**config.mk**
```make
export PLATFORM = sky130hd
export DESIGN_NAME = single_wire_sensor_bit_decoder
export DESIGN_NICKNAME = d
export VERILOG_FILES = /design/src/rtl/swsbd_pkg.sv /design/src/rtl/swsbd_front.sv /design/src/rtl/swsbd_fifo.sv /design/src/rtl/swsbd_back.sv /design/src/rtl/single_wire_sensor_bit_decoder.sv
export VERILOG_INCLUDE_DIRS = /design/src /design/src/rtl
export SDC_FILE = /design/constraint.sdc
export NUM_CORES = 1
export LEC_CHECK = 0
export ABC_CLOCK_PERIOD_IN_PS = 6050
export BUFFER_PORTS_ARGS = -buffer_cell sky130_fd_sc_hd__buf_2
export CORE_UTILIZATION = 60
export CTS_CLUSTER_DIAMETER = 60
export DETAILED_ROUTE_END_ITERATION = 8
export GPL_TIMING_DRIVEN = 0
export PLACE_DENSITY = 0.9
export SLEW_MARGIN = 20
export SYNTH_ARGS = -nofsm -noshare
export SYNTH_HDL_FRONTEND = slang
export SYNTH_SLANG_ARGS = --single-unit
```
**constraint.sdc**
```tcl
create_clock -name clk -period 6.05 [get_ports clk]
set_input_delay 1.21 -clock clk [delete_from_list [all_inputs] [get_ports clk]]
set_output_delay 1.21 -clock clk [all_outputs]
set_load 0.01 [all_outputs]
```
**src/rtl/single_wire_sensor_bit_decoder_macros.svh**
```systemverilog
// ----------------------------------------------------------------------------
// single_wire_sensor_bit_decoder_macros
// assertion macros shared by the decoder modules
// ----------------------------------------------------------------------------
`ifndef SINGLE_WIRE_SENSOR_BIT_DECODER_MACROS_SVH
`define SINGLE_WIRE_SENSOR_BIT_DECODER_MACROS_SVH

`ifndef SYNTHESIS
`define SWSBD_ASSERT(lbl, clk, rst, prop) \
  lbl: assert property (@(posedge clk) disable iff (rst) (prop)) \
    else $error("assertion failed");
`define SWSBD_ASSERT_NEXT(lbl, clk, rst, ante, cons) \
  lbl: assert property (@(posedge clk) disable iff (rst) (ante) |=> (cons)) \
    else $error("assertion failed");
`else
`define SWSBD_ASSERT(lbl, clk, rst, prop)
`define SWSBD_ASSERT_NEXT(lbl, clk, rst, ante, cons)
`endif

`endif

```
**src/rtl/swsbd_pkg.sv**
```systemverilog
// ----------------------------------------------------------------------------
// swsbd_pkg
// types and constants of the single-wire sensor bit decoder
// ----------------------------------------------------------------------------
`timescale 1ns / 1ps
`default_nettype none

package swsbd_pkg;

  localparam int FRAME_BITS_DEF = 40;
  localparam int QUEUE_DEPTH    = 2;

  localparam int TICK_W   = 16;
  localparam int DUTY_W   = 7;
  localparam int SKIP_W   = 3;
  localparam int NUM_W    = TICK_W + DUTY_W;
  localparam int DIV_STEPS = DUTY_W;
  localparam int STEP_W   = $clog2(DIV_STEPS);
  localparam int BYTE_W   = 8;
  localparam int DATA_W   = 32;
  localparam int ADDR_W   = 5;

  localparam logic [DUTY_W-1:0] DUTY_FULL = 7'd100;

  localparam logic [SKIP_W-1:0] SKIP_RST     = 3'd2;
  localparam logic [DUTY_W-1:0] ONE_MIN_RST  = 7'd50;
  localparam logic [DUTY_W-1:0] ONE_MAX_RST  = 7'd60;
  localparam logic [DUTY_W-1:0] ZERO_MIN_RST = 7'd25;
  localparam logic [DUTY_W-1:0] ZERO_MAX_RST = 7'd35;

  typedef enum logic [2:0] {
    REG_SKIP     = 3'd0,
    REG_ONE_MIN  = 3'd1,
    REG_ONE_MAX  = 3'd2,
    REG_ZERO_MIN = 3'd3,
    REG_ZERO_MAX = 3'd4
  } reg_idx_t;

  typedef logic [DUTY_W-1:0] duty_t;

  typedef struct packed {
    logic [TICK_W-1:0] period_ticks;
    logic [TICK_W-1:0] high_ticks;
  } in_item_t;

  typedef struct packed {
    logic [BYTE_W-1:0] humidity;
    logic [BYTE_W-1:0] temperature;
    logic [BYTE_W-1:0] parity_byte;
    logic              bad_bit_seen;
  } out_item_t;

  typedef struct packed {
    logic [SKIP_W-1:0] skip_pulses;
    duty_t             one_duty_min;
    duty_t             one_duty_max;
    duty_t             zero_duty_min;
    duty_t             zero_duty_max;
  } cfg_t;

endpackage

`default_nettype wire

```
**src/rtl/swsbd_front.sv**
```systemverilog
// ----------------------------------------------------------------------------
// swsbd_front
// accepts captures, drops invalid ones, computes the saturated duty percent
// ----------------------------------------------------------------------------
`timescale 1ns / 1ps
`default_nettype none
`include "single_wire_sensor_bit_decoder_macros.svh"

module swsbd_front (
  input  wire logic               clk,
  input  wire logic               rst,
  input  wire logic               push,
  output logic                    full,
  input  wire swsbd_pkg::in_item_t pulse,
  output logic                    q_push,
  output swsbd_pkg::duty_t        q_data,
  input  wire logic               q_full
);

  typedef enum logic [1:0] {S_IDLE, S_MUL, S_DIV, S_PUSH} state_t;

  state_t                              state;
  logic [swsbd_pkg::TICK_W-1:0]        period;
  logic [swsbd_pkg::TICK_W-1:0]        high;
  logic [swsbd_pkg::NUM_W-1:0]         num;
  logic [swsbd_pkg::STEP_W-1:0]        step;
  swsbd_pkg::duty_t                    quo;
  logic [swsbd_pkg::NUM_W-1:0]         divisor;
  logic                                accept;

  assign full    = (state != S_IDLE);
  assign accept  = push && !full;
  assign divisor = swsbd_pkg::NUM_W'(period) << step;
  assign q_push  = (state == S_PUSH) && !q_full;
  assign q_data  = quo;

  always_ff @(posedge clk) begin
    if (rst) begin
      state <= S_IDLE;
    end else begin
      case (state)
        S_IDLE: begin
          if (accept && (pulse.period_ticks != '0) && (pulse.high_ticks != '0)) begin
            period <= pulse.period_ticks;
            high   <= pulse.high_ticks;
            state  <= S_MUL;
          end
        end
        S_MUL: begin
          num  <= swsbd_pkg::NUM_W'(high) * swsbd_pkg::NUM_W'(swsbd_pkg::DUTY_FULL);
          step <= swsbd_pkg::STEP_W'(swsbd_pkg::DIV_STEPS - 1);
          // high time at or above the period saturates at full duty
          if (high >= period) begin
            quo   <= swsbd_pkg::DUTY_FULL;
            state <= S_PUSH;
          end else begin
            quo   <= '0;
            state <= S_DIV;
          end
        end
        S_DIV: begin
          if (num >= divisor) begin
            num       <= num - divisor;
            quo[step] <= 1'b1;
          end
          if (step == '0) begin
            state <= S_PUSH;
          end else begin
            step <= step - 1'b1;
          end
        end
        S_PUSH: begin
          if (!q_full) begin
            state <= S_IDLE;
          end
        end
        default: begin
          state <= S_IDLE;
        end
      endcase
    end
  end

  `SWSBD_ASSERT(a_duty_range, clk, rst, (state != S_PUSH) || (quo <= swsbd_pkg::DUTY_FULL))
  `SWSBD_ASSERT(a_rem_bound, clk, rst, (state != S_DIV) || ((swsbd_pkg::NUM_W + 1)'(num) < ((swsbd_pkg::NUM_W + 1)'(period) << (step + 1))))
  `SWSBD_ASSERT_NEXT(a_drop_invalid, clk, rst, accept && ((pulse.period_ticks == '0) || (pulse.high_ticks == '0)), state == S_IDLE)

endmodule

`default_nettype wire

```
**src/rtl/swsbd_fifo.sv**
```systemverilog
// ----------------------------------------------------------------------------
// swsbd_fifo
// short queue of duty values between the front and back parts
// ----------------------------------------------------------------------------
`timescale 1ns / 1ps
`default_nettype none

module swsbd_fifo #(
  parameter int WIDTH = swsbd_pkg::DUTY_W,
  parameter int DEPTH = swsbd_pkg::QUEUE_DEPTH
) (
  input  wire logic             clk,
  input  wire logic             rst,
  input  wire logic             wr_en,
  input  wire logic [WIDTH-1:0] wr_data,
  output logic                  full,
  input  wire logic             rd_en,
  output logic [WIDTH-1:0]      rd_data,
  output logic                  empty
);

  localparam int PTR_W = (DEPTH > 1) ? $clog2(DEPTH) : 1;
  localparam int CNT_W = $clog2(DEPTH + 1);

  logic [WIDTH-1:0] mem [DEPTH];
  logic [PTR_W-1:0] wr_ptr;
  logic [PTR_W-1:0] rd_ptr;
  logic [CNT_W-1:0] count;
  logic             do_wr;
  logic             do_rd;

  assign full    = (count == CNT_W'(DEPTH));
  assign empty   = (count == '0);
  assign do_wr   = wr_en && !full;
  assign do_rd   = rd_en && !empty;
  assign rd_data = mem[rd_ptr];

  always_ff @(posedge clk) begin
    if (do_wr) begin
      mem[wr_ptr] <= wr_data;
    end
  end

  always_ff @(posedge clk) begin
    if (rst) begin
      wr_ptr <= '0;
      rd_ptr <= '0;
      count  <= '0;
    end else begin
      if (do_wr) begin
        wr_ptr <= (wr_ptr == PTR_W'(DEPTH - 1)) ? '0 : wr_ptr + 1'b1;
      end
      if (do_rd) begin
        rd_ptr <= (rd_ptr == PTR_W'(DEPTH - 1)) ? '0 : rd_ptr + 1'b1;
      end
      case ({do_wr, do_rd})
        2'b10:   count <= count + 1'b1;
        2'b01:   count <= count - 1'b1;
        default: count <= count;
      endcase
    end
  end

endmodule

`default_nettype wire

```
**src/rtl/swsbd_back.sv**
```systemverilog
// ----------------------------------------------------------------------------
// swsbd_back
// skips leading pulses, classifies bits, assembles the frame and holds the result
// ----------------------------------------------------------------------------
`timescale 1ns / 1ps
`default_nettype none
`include "single_wire_sensor_bit_decoder_macros.svh"

module swsbd_back #(
  parameter int FRAME_BITS = swsbd_pkg::FRAME_BITS_DEF
) (
  input  wire logic                 clk,
  input  wire logic                 rst,
  input  wire swsbd_pkg::cfg_t      cfg,
  input  wire logic                 q_empty,
  input  wire swsbd_pkg::duty_t     q_data,
  output logic                      q_pop,
  output logic                      empty,
  input  wire logic                 pop,
  output swsbd_pkg::out_item_t      result
);

  localparam int IDX_W = $clog2(FRAME_BITS);

  logic [swsbd_pkg::SKIP_W-1:0] pulse_count;
  logic [IDX_W-1:0]             bit_index;
  logic [FRAME_BITS-1:0]        bit_shift;
  logic [FRAME_BITS-1:0]        bit_shift_next;
  logic                         bad_flag;
  logic                         out_valid;
  logic                         in_skip;
  logic                         last;
  logic                         bit_one;
  logic                         bit_zero;
  logic                         out_load;

  assign in_skip  = pulse_count < cfg.skip_pulses;
  assign last     = (bit_index == IDX_W'(FRAME_BITS - 1));
  assign bit_one  = (q_data >= cfg.one_duty_min) && (q_data <= cfg.one_duty_max);
  assign bit_zero = (q_data >= cfg.zero_duty_min) && (q_data <= cfg.zero_duty_max);
  assign bit_shift_next = {bit_shift[FRAME_BITS-2:0], bit_one};

  // frame end waits until the held result is taken
  assign q_pop    = !q_empty && (in_skip || !last || !out_valid || pop);
  assign out_load = q_pop && !in_skip && last;
  assign empty    = !out_valid;

  always_ff @(posedge clk) begin
    if (rst) begin
      pulse_count <= '0;
      bit_index   <= '0;
      bit_shift   <= '0;
      bad_flag    <= 1'b0;
      out_valid   <= 1'b0;
    end else begin
      if (q_pop) begin
        if (in_skip) begin
          pulse_count <= pulse_count + 1'b1;
        end else if (last) begin
          result.humidity     <= bit_shift_next[FRAME_BITS-1 -: swsbd_pkg::BYTE_W];
          result.temperature  <= bit_shift_next[FRAME_BITS-17 -: swsbd_pkg::BYTE_W];
          result.parity_byte  <= bit_shift_next[FRAME_BITS-33 -: swsbd_pkg::BYTE_W];
          result.bad_bit_seen <= bad_flag || (!bit_one && !bit_zero);
          pulse_count <= '0;
          bit_index   <= '0;
          bit_shift   <= '0;
          bad_flag    <= 1'b0;
        end else begin
          bit_shift <= bit_shift_next;
          bit_index <= bit_index + 1'b1;
          bad_flag  <= bad_flag || (!bit_one && !bit_zero);
        end
      end
      if (out_load) begin
        out_valid <= 1'b1;
      end else if (pop) begin
        out_valid <= 1'b0;
      end
    end
  end

  `SWSBD_ASSERT(a_no_overwrite, clk, rst, !out_load || !out_valid || pop)
  `SWSBD_ASSERT(a_index_range, clk, rst, bit_index <= IDX_W'(FRAME_BITS - 1))
  `SWSBD_ASSERT_NEXT(a_frame_clear, clk, rst, out_load, (bit_index == '0) && !bad_flag && (pulse_count == '0) && !empty)

endmodule

`default_nettype wire

```
**src/rtl/single_wire_sensor_bit_decoder.sv**
```systemverilog
// ----------------------------------------------------------------------------
// single_wire_sensor_bit_decoder
// decodes captured sensor pulses into humidity, temperature and parity bytes
// ----------------------------------------------------------------------------
//  channel   direction  handshake                 payload
//  pulse     in         push / full               period_ticks, high_ticks
//  result    out        empty / pop               humidity, temperature, parity_byte, bad_bit_seen
//  config    in         psel / penable / pready   five registers at 4*i
//
//  a valid capture runs multiply, 7 divide steps, then queue push; full stays high until the push
//  a high time at or above the period skips the divide and goes from multiply straight to queue push
//  a capture with a zero field is dropped in its accept cycle
//  the back part takes one queued duty value per cycle, except at frame end while the result is not yet taken
//  synchronous reset restores default windows and clears the frame
//  frame end stalls while the previous result is not yet taken; the front stalls on a full queue
// ----------------------------------------------------------------------------
`timescale 1ns / 1ps
`default_nettype none

module single_wire_sensor_bit_decoder #(
  parameter int FRAME_BITS = swsbd_pkg::FRAME_BITS_DEF
) (
  input  wire logic                             clk,
  input  wire logic                             rst,
  input  wire logic                             push,
  output logic                                  full,
  input  wire swsbd_pkg::in_item_t              pulse,
  output logic                                  empty,
  input  wire logic                             pop,
  output swsbd_pkg::out_item_t                  result,
  input  wire logic                             psel,
  input  wire logic                             penable,
  input  wire logic                             pwrite,
  input  wire logic [swsbd_pkg::ADDR_W-1:0]     paddr,
  input  wire logic [swsbd_pkg::DATA_W-1:0]     pwdata,
  output logic [swsbd_pkg::DATA_W-1:0]          prdata,
  output logic                                  pready
);

  swsbd_pkg::cfg_t  cfg;
  logic             wr_en;
  logic [2:0]       reg_idx;
  logic             q_push;
  logic             q_full;
  logic             q_pop;
  logic             q_empty;
  swsbd_pkg::duty_t q_wdata;
  swsbd_pkg::duty_t q_rdata;

  assign pready  = 1'b1;
  assign wr_en   = psel && penable && pwrite && pready;
  assign reg_idx = paddr[4:2];

  always_ff @(posedge clk) begin
    if (rst) begin
      cfg.skip_pulses   <= swsbd_pkg::SKIP_RST;
      cfg.one_duty_min  <= swsbd_pkg::ONE_MIN_RST;
      cfg.one_duty_max  <= swsbd_pkg::ONE_MAX_RST;
      cfg.zero_duty_min <= swsbd_pkg::ZERO_MIN_RST;
      cfg.zero_duty_max <= swsbd_pkg::ZERO_MAX_RST;
    end else if (wr_en) begin
      case (reg_idx)
        swsbd_pkg::REG_SKIP:     cfg.skip_pulses   <= pwdata[swsbd_pkg::SKIP_W-1:0];
        swsbd_pkg::REG_ONE_MIN:  cfg.one_duty_min  <= pwdata[swsbd_pkg::DUTY_W-1:0];
        swsbd_pkg::REG_ONE_MAX:  cfg.one_duty_max  <= pwdata[swsbd_pkg::DUTY_W-1:0];
        swsbd_pkg::REG_ZERO_MIN: cfg.zero_duty_min <= pwdata[swsbd_pkg::DUTY_W-1:0];
        swsbd_pkg::REG_ZERO_MAX: cfg.zero_duty_max <= pwdata[swsbd_pkg::DUTY_W-1:0];
        default: begin
        end
      endcase
    end
  end

  always_comb begin
    case (reg_idx)
      swsbd_pkg::REG_SKIP:     prdata = swsbd_pkg::DATA_W'(cfg.skip_pulses);
      swsbd_pkg::REG_ONE_MIN:  prdata = swsbd_pkg::DATA_W'(cfg.one_duty_min);
      swsbd_pkg::REG_ONE_MAX:  prdata = swsbd_pkg::DATA_W'(cfg.one_duty_max);
      swsbd_pkg::REG_ZERO_MIN: prdata = swsbd_pkg::DATA_W'(cfg.zero_duty_min);
      swsbd_pkg::REG_ZERO_MAX: prdata = swsbd_pkg::DATA_W'(cfg.zero_duty_max);
      default:                 prdata = '0;
    endcase
  end

  swsbd_front u_front (
    .clk    (clk),
    .rst    (rst),
    .push   (push),
    .full   (full),
    .pulse  (pulse),
    .q_push (q_push),
    .q_data (q_wdata),
    .q_full (q_full)
  );

  swsbd_fifo #(
    .WIDTH (swsbd_pkg::DUTY_W),
    .DEPTH (swsbd_pkg::QUEUE_DEPTH)
  ) u_fifo (
    .clk     (clk),
    .rst     (rst),
    .wr_en   (q_push),
    .wr_data (q_wdata),
    .full    (q_full),
    .rd_en   (q_pop),
    .rd_data (q_rdata),
    .empty   (q_empty)
  );

  swsbd_back #(
    .FRAME_BITS (FRAME_BITS)
  ) u_back (
    .clk     (clk),
    .rst     (rst),
    .cfg     (cfg),
    .q_empty (q_empty),
    .q_data  (q_rdata),
    .q_pop   (q_pop),
    .empty   (empty),
    .pop     (pop),
    .result  (result)
  );

endmodule

`default_nettype wire
```
==> impl_metrics.tcl <==
set metrics [dict create \
    synth_async_sr_flop_share_pct 0 \
    slew_headroom_pct 36.9 \
    nNetsFinal 1541 \
    worstHoldPathType "flip-flop to flip-flop" \
    core_um2 19500 \
    dieWidth_um 143 \
    clockBufferDepth 2 \
    dieArea_um2 20500 \
    yosysWarnings 0 \
    critical-path-slowest-cell "or4_1" \
    power_leakage_uw 0.00595 \
    synthCells 1194 \
    antenna_found_initial 0 \
    hold_start "u_back.bit_shift[38]" \
    drv_slew 0 \
    fp.dieH_um 143 \
    htree_levels 4 \
    dr.pass1.iters 8 \
    vdd_drop_max_v 0.000307 \
    antenna_left 0 \
    remaining_drc_errors 0 \
    areaGrowthSynthToFinish_pct 13.1 \
    setup_viol 0 \
    syn_area_um2 12000 \
    gp_congestion 0.906 \
    outcome "finished clean" \
    yosys.area.top_type "edfxtp_1" \
    crit_required_ps 6220 \
    clock-root-buffer "clkbuf_16" \
    start_util_pct 61.3 \
    worstPathMaxFanout 18 \
    clk_pin_slew_ps 80 \
    cp_cell_sequence "clkbuf_1 > buf_2 > clkbuf_1 > mux4_2 > mux2i_1 > ha_1 > and4_1 > inv_2 > or4_1 > nor4_1 > nor3_1 > o21ai_1 > o2bb2ai_4 > buf_16" \
    startpoint "u_front.step[0]" \
    worst_pin_slew_ps 942 \
    vias 9593 \
    fin_crit_ps 4940 \
    clock_sinks 192 \
    p_per_area_nw_per_um2 423 \
    grt_max_degree 25 \
    rsz0062_at_grt "no" \
    postCtsSetupBuffers 0 \
    drt_iter0_drc 772 \
    clock_latency_ps 460 \
    fin_crit_sh_pct 81.7 \
    fp-row-count 51 \
    cts_resized 0 \
    yosysSeqAreaShare_pct 40.8 \
    synth_flop_cell "edfxtp_1" \
    timing.rr.start "u_front.step[0]" \
    drt_wl_total_um 28900 \
    viasPerCell 6.00 \
    arrival_ps 5110 \
    fmax_ghz 0.202 \
    netlist_top_cells_area "edfxtp_1, dfxtp_1, ha_1" \
    ys_types 79 \
    grt_overflow_total 0 \
    grt_pass1_vias 9397 \
    grt_pass1_wl_um 45300 \
    io_buffers 80 \
    synth-seq-cells 192 \
    finalSetupTns_ps 0 \
    grtUsageTotal_pct 29.0 \
    finalHoldViolations 0 \
    fin_cells 1600 \
    synth_top_area_share_pct 26.1 \
    wl_per_cell_um 18.1 \
    synth_edf_count 104 \
    cap_violations 0 \
    syn_area_per_cell_um2 10.0 \
    hpwl_um 21500 \
    drive_above_1_share_pct 14.5 \
    cts_tree "yes" \
    diodes 0 \
    cts_buffers 17 \
    path_common_cell "clkbuf_1" \
    skew_ps 13.7 \
    end_kind "flip-flop" \
    dp.cells 1568 \
    io_pins 136 \
    cp-start-kind "flip-flop" \
    ctsHoldBuffers 0 \
    critPathKind "flip-flop to flip-flop" \
    cp_slowest_stage_delay_ps 610 \
]
## logic make-up after synthesis
logic type / count (synthesis) / share of synthesized area (%)
xor gates and xnor gates: 31 / 2.27
other: 2 / 0.0627
AOI/OAI and AO/OA: 260 / 15.1
DFF: 192 / 40.8
muxes: 67 / 6.90
buffers and inverters: 185 / 6.69
and+or+nand+nor: 314 / 12.5
adders and majority gates: 143 / 15.7
## synth_stat cells, drive strengths merged, types with 30 or more instances
master,count
a21o,30
a21oi,57
a22oi,45
buf,38
clkbuf,31
dfxtp,88
edfxtp,104
ha,131
inv,115
mux2i,45
nand2,50
nor2,141
o21ai,37
## layer usage
metal / up-vias / share of wire, % / wire (um) / global-route usage [%]
li1: 4502 / - / - / -
met1: 4531 / 38 / 11100 / 32.7
met2: 453 / 51 / 14600 / 51.9
met3: 107 / 6.4 / 1850 / 4.76
met4: 0 / 4.6 / 1340 / 16.5
met5: - / 0 / 0 / 0
## stage by stage
| step | util (%) | setup WS, ps | hold WS [ps] | total power [uW] | instance area [um2] |
|---|---|---|---|---|---|
| 2_1_floorplan | - | 1750 | 409 | 3760 | 12100 |
| 3_3_place_gp | 65.5 | 587 | 418 | 4300 | 12800 |
| 3_5_place_dp | 66.0 | 1220 | 425 | 4440 | 12900 |
| 4_1_cts | 69.3 | 1220 | 444 | 5680 | 13500 |
| 5_1_grt | 69.3 | 965 | 472 | 6050 | 13500 |
| 6_report | 69.3 | 1110 | 443 | 5720 | 13500 |
## report_power, final
group	switching (uW)	internal, uW
logic	1620	1130
registers	115	1640
clock network	621	585
total	2360	3360
## state kept, by name, summed over array words and instances, names as in the netlist, named ones only
signal	flops
cfg	31
u_back.bad_flag	1
u_back.bit_index	6
u_back.bit_shift	39
u_back.out_valid	1
u_back.pulse_count	3
u_back.result	25
u_fifo.count	2
u_fifo.mem	14
u_fifo.rd_ptr	1
u_fifo.wr_ptr	1
u_front.high	16
u_front.num	23
u_front.period	16
u_front.q_data	7
u_front.state	2
u_front.step	3
## cells in the final DEF (no fill, tap or decap), drive strengths merged, types with 7 or more instances in the layout
cell type	netlist	layout
mux2	11	11
nand3	13	13
xor2	17	17
edfxtp	104	104
nor3	16	16
a21o	30	30
mux4	11	11
fa	12	12
nor2b	13	13
mux2i	45	45
ha	131	131
conb	2	26
o22ai	9	9
o21a	9	9
nor4	11	11
inv	115	125
nor2	141	141
a31oi	8	8
buf	38	123
o21ai	37	37
clkbuf	31	48
nand2b	18	18
nand4	14	14
a211o	17	17
a22oi	45	45
xnor2	14	14
nand2	50	50
dfxtp	88	88
a21oi	57	57
or3	7	7
and2	9	9
## cell type report
cell class	count	area (um2)
multi-input combinational	841	6400
fill	1427	5990
sequential	192	4880
timing repair buffer	85	469
inverter	116	435
clock buffer	17	425
buffer	69	365
tap	265	332
clock inverter	15	221
## critical path, delay by kind of cell (launching register included)
kind            cells  cell delay, ps
fa+ha+maj           1             300
mux                 2             690
compound gates      2             480
simple gates        4            1420
flops               1             330
buf+inv             5            1390
## path summary, 6_finish.rpt
path                        to  cells past startpoint  slack [ps]
min          u_back.result[24]                      0         440
max             u_front.num[7]                     14        1110
min reg2reg  u_back.result[24]                      0         440
max reg2reg     u_front.num[7]                     14        1110
Note: power is estimated with default switching activity, not from simulation.
